**config.mk**
```make
export PLATFORM = sky130hd
export DESIGN_NAME = fraction_sum_reduce
export DESIGN_NICKNAME = d
export VERILOG_FILES = /design/src/sv/fsr_pkg.sv /design/src/sv/fraction_sum_reduce.sv
export SDC_FILE = /design/constraint.sdc
export NUM_CORES = 2
export LEC_CHECK = 0
export ABC_AREA = 1
export BUFFER_PORTS_ARGS = -buffer_cell sky130_fd_sc_hd__buf_4
export CAP_MARGIN = 15
export CORE_MARGIN = 5
export CORE_UTILIZATION = 39
export CTS_CLUSTER_SIZE = 10
export DETAILED_ROUTE_END_ITERATION = 12
export SLEW_MARGIN = 20
export SYNTH_ARGS = -nofsm -noshare
export SYNTH_HDL_FRONTEND = slang
export SYNTH_SLANG_ARGS = --single-unit
export TNS_END_PERCENT = 5
```
**constraint.sdc**
```tcl
create_clock -name i_clk -period 11.3 [get_ports i_clk]
set_input_delay 1.695 -clock i_clk [delete_from_list [all_inputs] [get_ports i_clk]]
set_output_delay 1.695 -clock i_clk [all_outputs]
set_load 0.05 [all_outputs]
```
**src/sv/fsr_pkg.sv**
```systemverilog
// Shared types and constants for the fraction sum reduction block.
// Depends on nothing; fraction_sum_reduce refers to it by scoped names.
`timescale 1ns / 1ps

package fsr_pkg;

    // Result field widths are fixed by the output format.
    localparam int OUT_NUM_W  = 64;
    localparam int OUT_DEN_W  = 63;

    // Shared multiplier: one 32x32 unsigned product per cycle in the ST_MUL_LO and ST_MUL_HI states.
    localparam int MUL_HALF_W = 32;
    localparam int MUL_PAD_W  = 2 * MUL_HALF_W;
    localparam int PROD_W     = MUL_PAD_W + MUL_HALF_W;

    typedef enum logic [3:0] {
        ST_IDLE,
        ST_MUL_LO,
        ST_MUL_HI,
        ST_MUL_ADD,
        ST_MUL_FIN,
        ST_SUM,
        ST_CHK,
        ST_GCD,
        ST_DIV,
        ST_OUT
    } t_state;

    // Which of the three products of one fraction is in the multiplier.
    typedef enum logic [1:0] {
        OP_BN,   // running denominator times numerator
        OP_AD,   // running numerator times denominator
        OP_BD    // running denominator times denominator
    } t_mul_op;

endpackage

```
**src/sv/fraction_sum_reduce.sv**
```systemverilog
// Running sum of signed fractions, reduced to lowest terms at the end of each sum.
// Depends on fsr_pkg (state and operation codes, multiplier and result widths).
`timescale 1ns / 1ps

// fraction_sum_reduce keeps a running sum a/b (reset to 0/1) and adds one
// signed fraction n/d per request: a = n*b + a*d, b = b*d, wrapping in
// ACC_WIDTH-bit two's complement, with a sticky overflow flag. A request
// marked last_item ends the sum: the block finds the greatest common divisor
// of |a| and |b| by binary subtract-and-halve steps, divides both by it,
// moves the sign into the numerator and emits one result, then restarts at
// 0/1. A zero running denominator gives 0/0 with zero_denominator set; a zero
// numerator gives 0/1. Only the last request of a sum produces a result.
// Flow: the block works on one request at a time and holds o_in_stall high
// until it is done. A request that is not last is accepted, then passes
// three products through one shared 32x32 multiplier (states ST_MUL_LO,
// ST_MUL_HI, ST_MUL_ADD, ST_MUL_FIN for each), then one add. A last request
// adds a check state, then a data-dependent divisor search (one subtract,
// halve or swap per cycle), then two restoring divisions on the same
// subtractor, then loads the output register once it is free.
// The result sits in its own register, so a waiting result does not block
// the next sum until that sum is finished as well.
module fraction_sum_reduce #(
    parameter int INPUT_WIDTH = 16,
    parameter int ACC_WIDTH   = 64
) (
    input  logic                                  i_clk,
    input  logic                                  i_rst_n,
    // request channel
    input  logic                                  i_in_valid,
    output logic                                  o_in_stall,
    input  logic signed [INPUT_WIDTH-1:0]         i_numerator,
    input  logic signed [INPUT_WIDTH-1:0]         i_denominator,
    input  logic                                  i_last_item,
    // result channel
    output logic                                  o_out_valid,
    input  logic                                  i_out_stall,
    output logic signed [fsr_pkg::OUT_NUM_W-1:0]  o_sum_numerator,
    output logic        [fsr_pkg::OUT_DEN_W-1:0]  o_sum_denominator,
    output logic                                  o_overflowed,
    output logic                                  o_zero_denominator
);

    localparam int AW    = ACC_WIDTH;
    localparam int IW    = INPUT_WIDTH;
    localparam int HW    = fsr_pkg::MUL_HALF_W;
    localparam int XW    = fsr_pkg::MUL_PAD_W;
    localparam int PW    = fsr_pkg::PROD_W;
    localparam int NW    = fsr_pkg::OUT_NUM_W;
    localparam int DW    = fsr_pkg::OUT_DEN_W;
    localparam int CNT_W = $clog2(ACC_WIDTH);

    // Magnitude of the most negative accumulator value; a positive product
    // may reach one less.
    localparam logic [PW-1:0] MIN_MAG = {{(PW-1){1'b0}}, 1'b1} << (AW - 1);

    // ---------------------------------------------------------------------
    // Registers
    // ---------------------------------------------------------------------
    fsr_pkg::t_state  r_state,  n_state;
    fsr_pkg::t_mul_op r_op,     n_op;

    logic [AW-1:0]    r_a,      n_a;       // running numerator
    logic [AW-1:0]    r_b,      n_b;       // running denominator
    logic             r_ovf,    n_ovf;     // sticky overflow
    logic [AW-1:0]    r_t1,     n_t1;      // first product of the numerator

    logic [HW-1:0]    r_nm,     n_nm;      // |n|
    logic [HW-1:0]    r_dm,     n_dm;      // |d|
    logic             r_nsg,    n_nsg;
    logic             r_dsg,    n_dsg;
    logic             r_asg,    n_asg;
    logic             r_bsg,    n_bsg;
    logic             r_last,   n_last;

    logic [AW-1:0]    r_am,     n_am;      // |a|, later reduced numerator
    logic [AW-1:0]    r_bm,     n_bm;      // |b|, later reduced denominator
    logic [XW-1:0]    r_pp,     n_pp;      // partial product
    logic [PW-1:0]    r_prod,   n_prod;    // full product magnitude

    logic [AW-1:0]    r_gx,     n_gx;      // divisor search operands
    logic [AW-1:0]    r_gy,     n_gy;
    logic [AW-1:0]    r_rem,    n_rem;     // divider remainder
    logic [AW-1:0]    r_quo,    n_quo;     // dividend in, quotient out
    logic [CNT_W-1:0] r_cnt,    n_cnt;
    logic             r_dsel,   n_dsel;    // second division running
    logic             r_neg,    n_neg;     // sign of the reduced sum
    logic             r_zden,   n_zden;

    logic             r_out_valid, n_out_valid;
    logic [NW-1:0]    r_out_num,   n_out_num;
    logic [DW-1:0]    r_out_den,   n_out_den;
    logic             r_out_ovf,   n_out_ovf;
    logic             r_out_zden,  n_out_zden;

    // ---------------------------------------------------------------------
    // Combinational helpers
    // ---------------------------------------------------------------------
    logic [IW-1:0] num_u;
    logic [IW-1:0] den_u;
    logic [IW-1:0] num_mag;
    logic [IW-1:0] den_mag;
    logic [AW-1:0] a_mag;
    logic [AW-1:0] b_mag;

    logic          in_take;
    logic          out_free;

    // shared multiplier
    logic          mul_xn;
    logic          mul_yn;
    logic [AW-1:0] mul_xmag;
    logic [XW-1:0] mul_xpad;
    logic [HW-1:0] mul_x;
    logic [HW-1:0] mul_y;
    logic          mul_neg;
    logic [PW-1:0] mul_limit;
    logic          mul_ovf;
    logic [AW-1:0] mul_lo;
    logic [AW-1:0] mul_res;

    // accumulator add
    logic [AW-1:0] sum_ab;
    logic          sum_ovf;

    // shared subtractor for divisor search and division
    logic [AW:0]   sub_a;
    logic [AW:0]   sub_b;
    logic [AW:0]   sub_d;
    logic          sub_borrow;
    logic          div_bit;
    logic [AW-1:0] div_rem;
    logic [AW-1:0] div_quo;

    // result formatting
    logic [NW-1:0] fin_num;
    logic [NW-1:0] fin_den;

    assign num_u   = i_numerator;
    assign den_u   = i_denominator;
    assign num_mag = num_u[IW-1] ? (~num_u + IW'(1)) : num_u;
    assign den_mag = den_u[IW-1] ? (~den_u + IW'(1)) : den_u;
    assign a_mag   = r_a[AW-1] ? (~r_a + AW'(1)) : r_a;
    assign b_mag   = r_b[AW-1] ? (~r_b + AW'(1)) : r_b;

    assign in_take  = i_in_valid && (r_state == fsr_pkg::ST_IDLE);
    assign out_free = !r_out_valid || !i_out_stall;

    // Operand selection for the product in flight.
    assign mul_xn   = (r_op == fsr_pkg::OP_AD) ? r_asg : r_bsg;
    assign mul_yn   = (r_op == fsr_pkg::OP_BN) ? r_nsg : r_dsg;
    assign mul_xmag = (r_op == fsr_pkg::OP_AD) ? r_am  : r_bm;
    assign mul_xpad = XW'(mul_xmag);
    assign mul_x    = (r_state == fsr_pkg::ST_MUL_HI) ? mul_xpad[XW-1:HW] : mul_xpad[HW-1:0];
    assign mul_y    = (r_op == fsr_pkg::OP_BN) ? r_nm : r_dm;

    // Wrap and overflow of a finished product.
    assign mul_neg   = (mul_xn != mul_yn) && (r_prod != '0);
    assign mul_limit = mul_neg ? MIN_MAG : (MIN_MAG - PW'(1));
    assign mul_ovf   = r_prod > mul_limit;
    assign mul_lo    = r_prod[AW-1:0];
    assign mul_res   = mul_neg ? (~mul_lo + AW'(1)) : mul_lo;

    assign sum_ab  = r_t1 + r_a;
    assign sum_ovf = (r_t1[AW-1] == r_a[AW-1]) && (sum_ab[AW-1] != r_a[AW-1]);

    always_comb begin
        if (r_state == fsr_pkg::ST_DIV) begin
            sub_a = {r_rem, r_quo[AW-1]};
        end else begin
            sub_a = {1'b0, r_gx};
        end
        if (r_state == fsr_pkg::ST_DIV) begin
            sub_b = {1'b0, r_gx};
        end else begin
            sub_b = {1'b0, r_gy};
        end
    end

    assign sub_d      = sub_a - sub_b;
    assign sub_borrow = sub_d[AW];
    assign div_bit    = !sub_borrow;
    assign div_rem    = sub_borrow ? sub_a[AW-1:0] : sub_d[AW-1:0];
    assign div_quo    = {r_quo[AW-2:0], div_bit};

    assign fin_num = NW'(r_am);
    assign fin_den = NW'(r_bm);

    // ---------------------------------------------------------------------
    // Sequencer: next state and datapath
    // ---------------------------------------------------------------------
    always_comb begin
        n_state     = r_state;
        n_op        = r_op;
        n_a         = r_a;
        n_b         = r_b;
        n_ovf       = r_ovf;
        n_t1        = r_t1;
        n_nm        = r_nm;
        n_dm        = r_dm;
        n_nsg       = r_nsg;
        n_dsg       = r_dsg;
        n_asg       = r_asg;
        n_bsg       = r_bsg;
        n_last      = r_last;
        n_am        = r_am;
        n_bm        = r_bm;
        n_pp        = r_pp;
        n_prod      = r_prod;
        n_gx        = r_gx;
        n_gy        = r_gy;
        n_rem       = r_rem;
        n_quo       = r_quo;
        n_cnt       = r_cnt;
        n_dsel      = r_dsel;
        n_neg       = r_neg;
        n_zden      = r_zden;
        n_out_valid = r_out_valid && i_out_stall;
        n_out_num   = r_out_num;
        n_out_den   = r_out_den;
        n_out_ovf   = r_out_ovf;
        n_out_zden  = r_out_zden;

        case (r_state)
            fsr_pkg::ST_IDLE: begin
                // Latch the request with operand magnitudes and signs.
                if (in_take) begin
                    n_nm    = HW'(num_mag);
                    n_dm    = HW'(den_mag);
                    n_nsg   = num_u[IW-1];
                    n_dsg   = den_u[IW-1];
                    n_am    = a_mag;
                    n_bm    = b_mag;
                    n_asg   = r_a[AW-1];
                    n_bsg   = r_b[AW-1];
                    n_last  = i_last_item;
                    n_op    = fsr_pkg::OP_BN;
                    n_state = fsr_pkg::ST_MUL_LO;
                end
            end

            fsr_pkg::ST_MUL_LO: begin
                n_pp    = XW'(mul_x) * XW'(mul_y);
                n_state = fsr_pkg::ST_MUL_HI;
            end

            fsr_pkg::ST_MUL_HI: begin
                n_prod  = PW'(r_pp);
                n_pp    = XW'(mul_x) * XW'(mul_y);
                n_state = fsr_pkg::ST_MUL_ADD;
            end

            fsr_pkg::ST_MUL_ADD: begin
                n_prod  = r_prod + (PW'(r_pp) << HW);
                n_state = fsr_pkg::ST_MUL_FIN;
            end

            fsr_pkg::ST_MUL_FIN: begin
                // Wrap the product into r_t1, r_a or r_b and move on to the next product or the add.
                n_ovf = r_ovf || mul_ovf;
                case (r_op)
                    fsr_pkg::OP_BN: begin
                        n_t1    = mul_res;
                        n_op    = fsr_pkg::OP_AD;
                        n_state = fsr_pkg::ST_MUL_LO;
                    end
                    fsr_pkg::OP_AD: begin
                        n_a     = mul_res;
                        n_op    = fsr_pkg::OP_BD;
                        n_state = fsr_pkg::ST_MUL_LO;
                    end
                    fsr_pkg::OP_BD: begin
                        n_b     = mul_res;
                        n_state = fsr_pkg::ST_SUM;
                    end
                    default: begin
                        n_state = fsr_pkg::ST_IDLE;
                    end
                endcase
            end

            fsr_pkg::ST_SUM: begin
                n_a     = sum_ab;
                n_ovf   = r_ovf || sum_ovf;
                n_state = r_last ? fsr_pkg::ST_CHK : fsr_pkg::ST_IDLE;
            end

            fsr_pkg::ST_CHK: begin
                n_zden = 1'b0;
                n_neg  = 1'b0;
                if (r_b == '0) begin
                    // undefined sum: report 0/0
                    n_zden  = 1'b1;
                    n_am    = '0;
                    n_bm    = '0;
                    n_state = fsr_pkg::ST_OUT;
                end else if (r_a == '0) begin
                    n_am    = '0;
                    n_bm    = AW'(1);
                    n_state = fsr_pkg::ST_OUT;
                end else begin
                    n_neg   = r_a[AW-1] != r_b[AW-1];
                    n_am    = a_mag;
                    n_bm    = b_mag;
                    n_gx    = a_mag;
                    n_gy    = b_mag;
                    n_state = fsr_pkg::ST_GCD;
                end
            end

            fsr_pkg::ST_GCD: begin
                // Binary divisor search. Common factors of two are stripped
                // from the dividends as well, so the odd part left in r_gx
                // divides them exactly.
                if (sub_d == '0) begin
                    n_rem   = '0;
                    n_quo   = r_am;
                    n_cnt   = CNT_W'(AW - 1);
                    n_dsel  = 1'b0;
                    n_state = fsr_pkg::ST_DIV;
                end else if (!r_gx[0] && !r_gy[0]) begin
                    n_gx = r_gx >> 1;
                    n_gy = r_gy >> 1;
                    n_am = r_am >> 1;
                    n_bm = r_bm >> 1;
                end else if (!r_gx[0]) begin
                    n_gx = r_gx >> 1;
                end else if (!r_gy[0]) begin
                    n_gy = r_gy >> 1;
                end else if (sub_borrow) begin
                    n_gx = r_gy;
                    n_gy = r_gx;
                end else begin
                    n_gx = sub_d[AW-1:0];
                end
            end

            fsr_pkg::ST_DIV: begin
                // Restoring division, one quotient bit per cycle.
                n_rem = div_rem;
                n_quo = div_quo;
                if (r_cnt == '0) begin
                    if (!r_dsel) begin
                        n_am   = div_quo;
                        n_quo  = r_bm;
                        n_rem  = '0;
                        n_cnt  = CNT_W'(AW - 1);
                        n_dsel = 1'b1;
                    end else begin
                        n_bm    = div_quo;
                        n_state = fsr_pkg::ST_OUT;
                    end
                end else begin
                    n_cnt = r_cnt - CNT_W'(1);
                end
            end

            fsr_pkg::ST_OUT: begin
                // Hold until the result register is free, then restart at 0/1.
                if (out_free) begin
                    n_out_valid = 1'b1;
                    n_out_num   = r_neg ? (~fin_num + NW'(1)) : fin_num;
                    n_out_den   = fin_den[DW-1:0];
                    n_out_ovf   = r_ovf || (!r_neg && fin_num[NW-1]) || fin_den[NW-1];
                    n_out_zden  = r_zden;
                    n_a         = '0;
                    n_b         = AW'(1);
                    n_ovf       = 1'b0;
                    n_state     = fsr_pkg::ST_IDLE;
                end
            end

            default: begin
                n_state = fsr_pkg::ST_IDLE;
            end
        endcase
    end

    // Control state and accumulator, cleared by reset.
    always_ff @(posedge i_clk) begin
        if (!i_rst_n) begin
            r_state     <= fsr_pkg::ST_IDLE;
            r_a         <= '0;
            r_b         <= AW'(1);
            r_ovf       <= 1'b0;
            r_out_valid <= 1'b0;
        end else begin
            r_state     <= n_state;
            r_a         <= n_a;
            r_b         <= n_b;
            r_ovf       <= n_ovf;
            r_out_valid <= n_out_valid;
        end
    end

    // Datapath registers.
    always_ff @(posedge i_clk) begin
        r_op       <= n_op;
        r_t1       <= n_t1;
        r_nm       <= n_nm;
        r_dm       <= n_dm;
        r_nsg      <= n_nsg;
        r_dsg      <= n_dsg;
        r_asg      <= n_asg;
        r_bsg      <= n_bsg;
        r_last     <= n_last;
        r_am       <= n_am;
        r_bm       <= n_bm;
        r_pp       <= n_pp;
        r_prod     <= n_prod;
        r_gx       <= n_gx;
        r_gy       <= n_gy;
        r_rem      <= n_rem;
        r_quo      <= n_quo;
        r_cnt      <= n_cnt;
        r_dsel     <= n_dsel;
        r_neg      <= n_neg;
        r_zden     <= n_zden;
        r_out_num  <= n_out_num;
        r_out_den  <= n_out_den;
        r_out_ovf  <= n_out_ovf;
        r_out_zden <= n_out_zden;
    end

    assign o_in_stall         = (r_state != fsr_pkg::ST_IDLE);
    assign o_out_valid        = r_out_valid;
    assign o_sum_numerator    = r_out_num;
    assign o_sum_denominator  = r_out_den;
    assign o_overflowed       = r_out_ovf;
    assign o_zero_denominator = r_out_zden;

    // ---------------------------------------------------------------------
    // Assertions
    // ---------------------------------------------------------------------
    a_gcd_nonzero: assert property (@(posedge i_clk) disable iff (!i_rst_n)
        (r_state == fsr_pkg::ST_GCD) |-> (r_gx != '0 && r_gy != '0))
        else $error("divisor search operand reached zero");

    a_div_nonzero: assert property (@(posedge i_clk) disable iff (!i_rst_n)
        (r_state == fsr_pkg::ST_DIV) |-> (r_gx != '0))
        else $error("division by zero divisor");

    a_restart: assert property (@(posedge i_clk) disable iff (!i_rst_n)
        (r_state == fsr_pkg::ST_OUT && out_free) |=>
        (r_a == '0 && r_b == AW'(1) && !r_ovf && o_out_valid))
        else $error("sum not restarted at 0/1 after emitting a result");

    a_zero_den_result: assert property (@(posedge i_clk) disable iff (!i_rst_n)
        (o_out_valid && o_zero_denominator) |->
        (o_sum_numerator == '0 && o_sum_denominator == '0))
        else $error("undefined sum not reported as 0/0");

    a_ready_after_add: assert property (@(posedge i_clk) disable iff (!i_rst_n)
        (r_state == fsr_pkg::ST_SUM && !r_last) |=> !o_in_stall)
        else $error("block not ready after a non-final request");

endmodule
```
==> metrics.md <==
| Metric | Value |
|---|---|
| Number of flops mapped to enable cells by yosys | `769` |
| Hold_buf cts | `0` |
| Clk sink count | `903` |
| # Max-Cap Violations | `0` |
| Class of the tightest hold or removal check | `flop to flop` |
| Netlist area before placement | `79000 um2` |
| Total count of hold-check failures in the final report | `0` |
| Antenna viol nets, final | `0` |
| Post-route DRC | `0` |
| PortBufs | `167` |
| Slew Limit Fails | `0` |
| First drt pass iteration count | `8` |
| Critical Path Source Type | `flop` |
| Primary flip-flop cell chosen by synthesis mapping | `edfxtp_1` |
| Clock edge transition at the registers on the reported setup and hold paths | `0.06 ns` |
| Layout cell share with drive strength beyond 1 | `6.48%` |
| FMAX | `112 MHz` |
| Setup slack on the worst flop-to-flop path | `2.35 ns` |
| Avg Cell Area, Syn | `7.61 um2` |
| Yosys warning count | `0` |
| # IOs | `168` |
| Number of gates resized after cts | `0` |
| # nets final | `11300` |
| Floorplan die area | `212000 um2` |
| Max transition margin | `18.3%` |
| Final estimated routing congestion in global placement | `1.01` |
| First element of the critical path | `r_op[0]` |
| Worst r2r dst | `r_pp[45]` |
| Wire length of the first global-routing pass | `476000 um` |
| Via count | `73500` |
| Final-report setup violation count | `0` |
| Syn nets | `11200` |
| Share of flip-flops with an asynchronous set or reset after synthesis | `0%` |
| H-tree depth | `3` |
| Data arrival, critical path | `9.46 ns` |
| CTS tree | `done` |
| Worst Path Max Fanout | `76` |
| Vertical extent of the die | `460 um` |
| Clk Tree Root Cell | `clkbuf_16` |
| Via count of the first global-routing pass | `71000` |
| Number of DRC markers after the initial detailed-route iteration | `7955` |
| Half-perimeter wire length after placement | `259000 um` |
| Largest clock skew in the final design | `0.0898 ns` |
| Slew at the pin with the worst max-slew slack | `1.22 ns` |
| Clock latency at the later pin of the worst-skew pair | `0.81 ns` |
| Leftover overflow at the end of global routing | `0` |
| Starting utilization of the core area | `39.1%` |
| Register containing the most flip-flops in the final layout | `r_prod` |
| Area growth syn-to-layout | `9.97%` |
| Pin count of the biggest net entering global routing | `203` |
| Cell depth of the worst flop-to-flop path | `27` |
| Number of synthesized register bits | `903` |
| Setup repair after global routing missed its margin | `no` |
| Number of distinct library cell variants in the gate-level netlist after synthesis | `75` |
| Number of cell rows | `165` |
| Number of standard cells after synthesis | `10400` |
| Avg WL per Cell | `24.8 um` |
| Num CTS Buffers | `111` |
| Total detailed-routing wirelength | `327000 um` |
| Final critical-path share of the clock period | `79.2%` |
| Filler Cells Inserted | `20800` |
| Capture point of the critical path | `r_pp[45]` |
| Maximum clock path buffer count | `3` |
| Required time of the critical path | `11.81 ns` |
| Vias per std cell | `5.58` |
| Run status | `complete, no violations` |
| Number of cells traversed by the worst hold path | `0` |
| Sum of negative setup slack | `0 ns` |
| Antenna violations before repair | `31` |
| Number of flip-flops in the largest register | `96` |
| Width of the die | `460 um` |
| Total setup buffers inserted after CTS | `0` |
| Core outline area | `202000 um2` |
| Share of synthesized area occupied by flip-flops and latches | `32.6%` |
| Critical R2R Launch | `r_op[0]` |
| Overall track demand over capacity in global routing | `30.2%` |
| Crit path time final | `8.95 ns` |
| Classification of the worst setup path | `flop to flop` |
| Type of destination of the critical path | `flop` |
## metrics by stage
| stage | area, um2 | setup slack [ns] | util, % | hold slack (ns) | cells |
|---|---|---|---|---|---|
| floorplan | 79000 | 2.76 | - | 0.400 | 10400 |
| finish | 86900 | 2.35 | 43.0 | 0.493 | 13200 |
| detailed placement | 83300 | 2.57 | 41.3 | 0.466 | 13000 |
| global route | 86900 | 2.01 | 43.0 | 0.524 | 13200 |
| global placement | 83300 | 2.56 | 41.2 | 0.484 | 13000 |
| CTS | 86800 | 2.54 | 43.0 | 0.494 | 13200 |
## area by class of cell
cell class	count	area (um2)	share of cell area, %
multi-input combinational	7352	45500	52.3
sequential	903	25800	29.7
inverter	1789	6730	7.74
tap	2672	3340	3.85
clock buffer	157	3110	3.58
timing repair buffer	268	2070	2.39
clock inverter	29	364	0.419
antenna	19	47.5	0.0547
## Yosys cell counts, types with 48 or more instances
library cell / n / area, um2
a21oi_1: 662 / 3310
a31oi_1: 97 / 607
clkbuf_1: 281 / 1050
dfxtp_1: 134 / 2680
edfxtp_1: 769 / 23100
fa_1: 421 / 8430
ha_1: 367 / 4590
inv_1: 1717 / 6440
nand2_1: 2502 / 9390
nand3_1: 246 / 1230
nand4_1: 93 / 582
nor2_1: 967 / 3630
nor2_2: 48 / 300
nor3_1: 107 / 536
nor4_1: 89 / 557
o211ai_1: 116 / 871
o21ai_0: 651 / 3260
o21ai_1: 95 / 475
o221ai_1: 78 / 683
o22ai_1: 125 / 782
xnor2_1: 89 / 780
xor2_1: 250 / 2190
## layout by cell type, fill, tap and decap left out, types with 49 or more instances in the layout
cell       count
nand2_1     2499
inv_1       1715
nor2_1       952
edfxtp_1     769
a21oi_1      661
o21ai_0      641
fa_1         421
ha_1         367
buf_4        263
nand3_1      246
xor2_1       244
dfxtp_1      132
o22ai_1      125
o211ai_1     116
clkbuf_16    114
nor3_1       106
a31oi_1       97
o21ai_1       94
nand4_1       93
nor4_1        89
xnor2_1       84
o221ai_1      78
nor2_2        49
## worst max-delay path, cell delays in order (launching register included)
cell	delay (ns)
edfxtp_1	0.46
inv_1	0.12
nor2_4	0.15
buf_4	0.69
o21ai_0	0.48
nand2_1	0.55
clkinv_1	0.56
nand2_1	0.23
fa_1	0.40
inv_1	0.08
fa_1	0.47
fa_1	0.53
fa_1	0.53
fa_1	0.55
inv_1	0.08
fa_1	0.54
inv_1	0.05
ha_1	0.35
a21oi_1	0.27
o21ai_0	0.13
a21oi_1	0.14
o21ai_0	0.09
a21oi_1	0.28
o21ai_0	0.19
a21boi_1	0.32
nand3b_1	0.16
nand3_1	0.08
xor2_1	0.16
## worst min-delay path by stage
stage,start,endpoint
finish,fin_den[19],o_sum_denominator[19]
CTS,fin_den[19],o_sum_denominator[19]
detailed placement,fin_den[17],o_sum_denominator[17]
floorplan,r_zden,o_zero_denominator
global placement,fin_den[15],o_sum_denominator[15]
global route,fin_den[15],o_sum_denominator[15]
## per-layer routing
layer / wire [um] / up-vias / track usage, %
met2: 147000 / 3530 / 47.6
met4: 28000 / 10 / 21.4
met3: 25100 / 797 / 4.62
met5: 64 / - / 0
li1: - / 34000 / -
met1: 127000 / 35200 / 38.0
## logic make-up after synthesis
group,synth area share (%)
muxes,0.152
DFF,32.6
xor gates and xnor gates,3.86
adders and majority gates,16.5
AOI/OAI and AO/OA,14.2
buffers and inverters,10.2
and+or+nand+nor,22.4
Power is left out: the tool's default activity adds up to more than one toggle a clock period on the data nets, which glitch-free logic cannot reach.
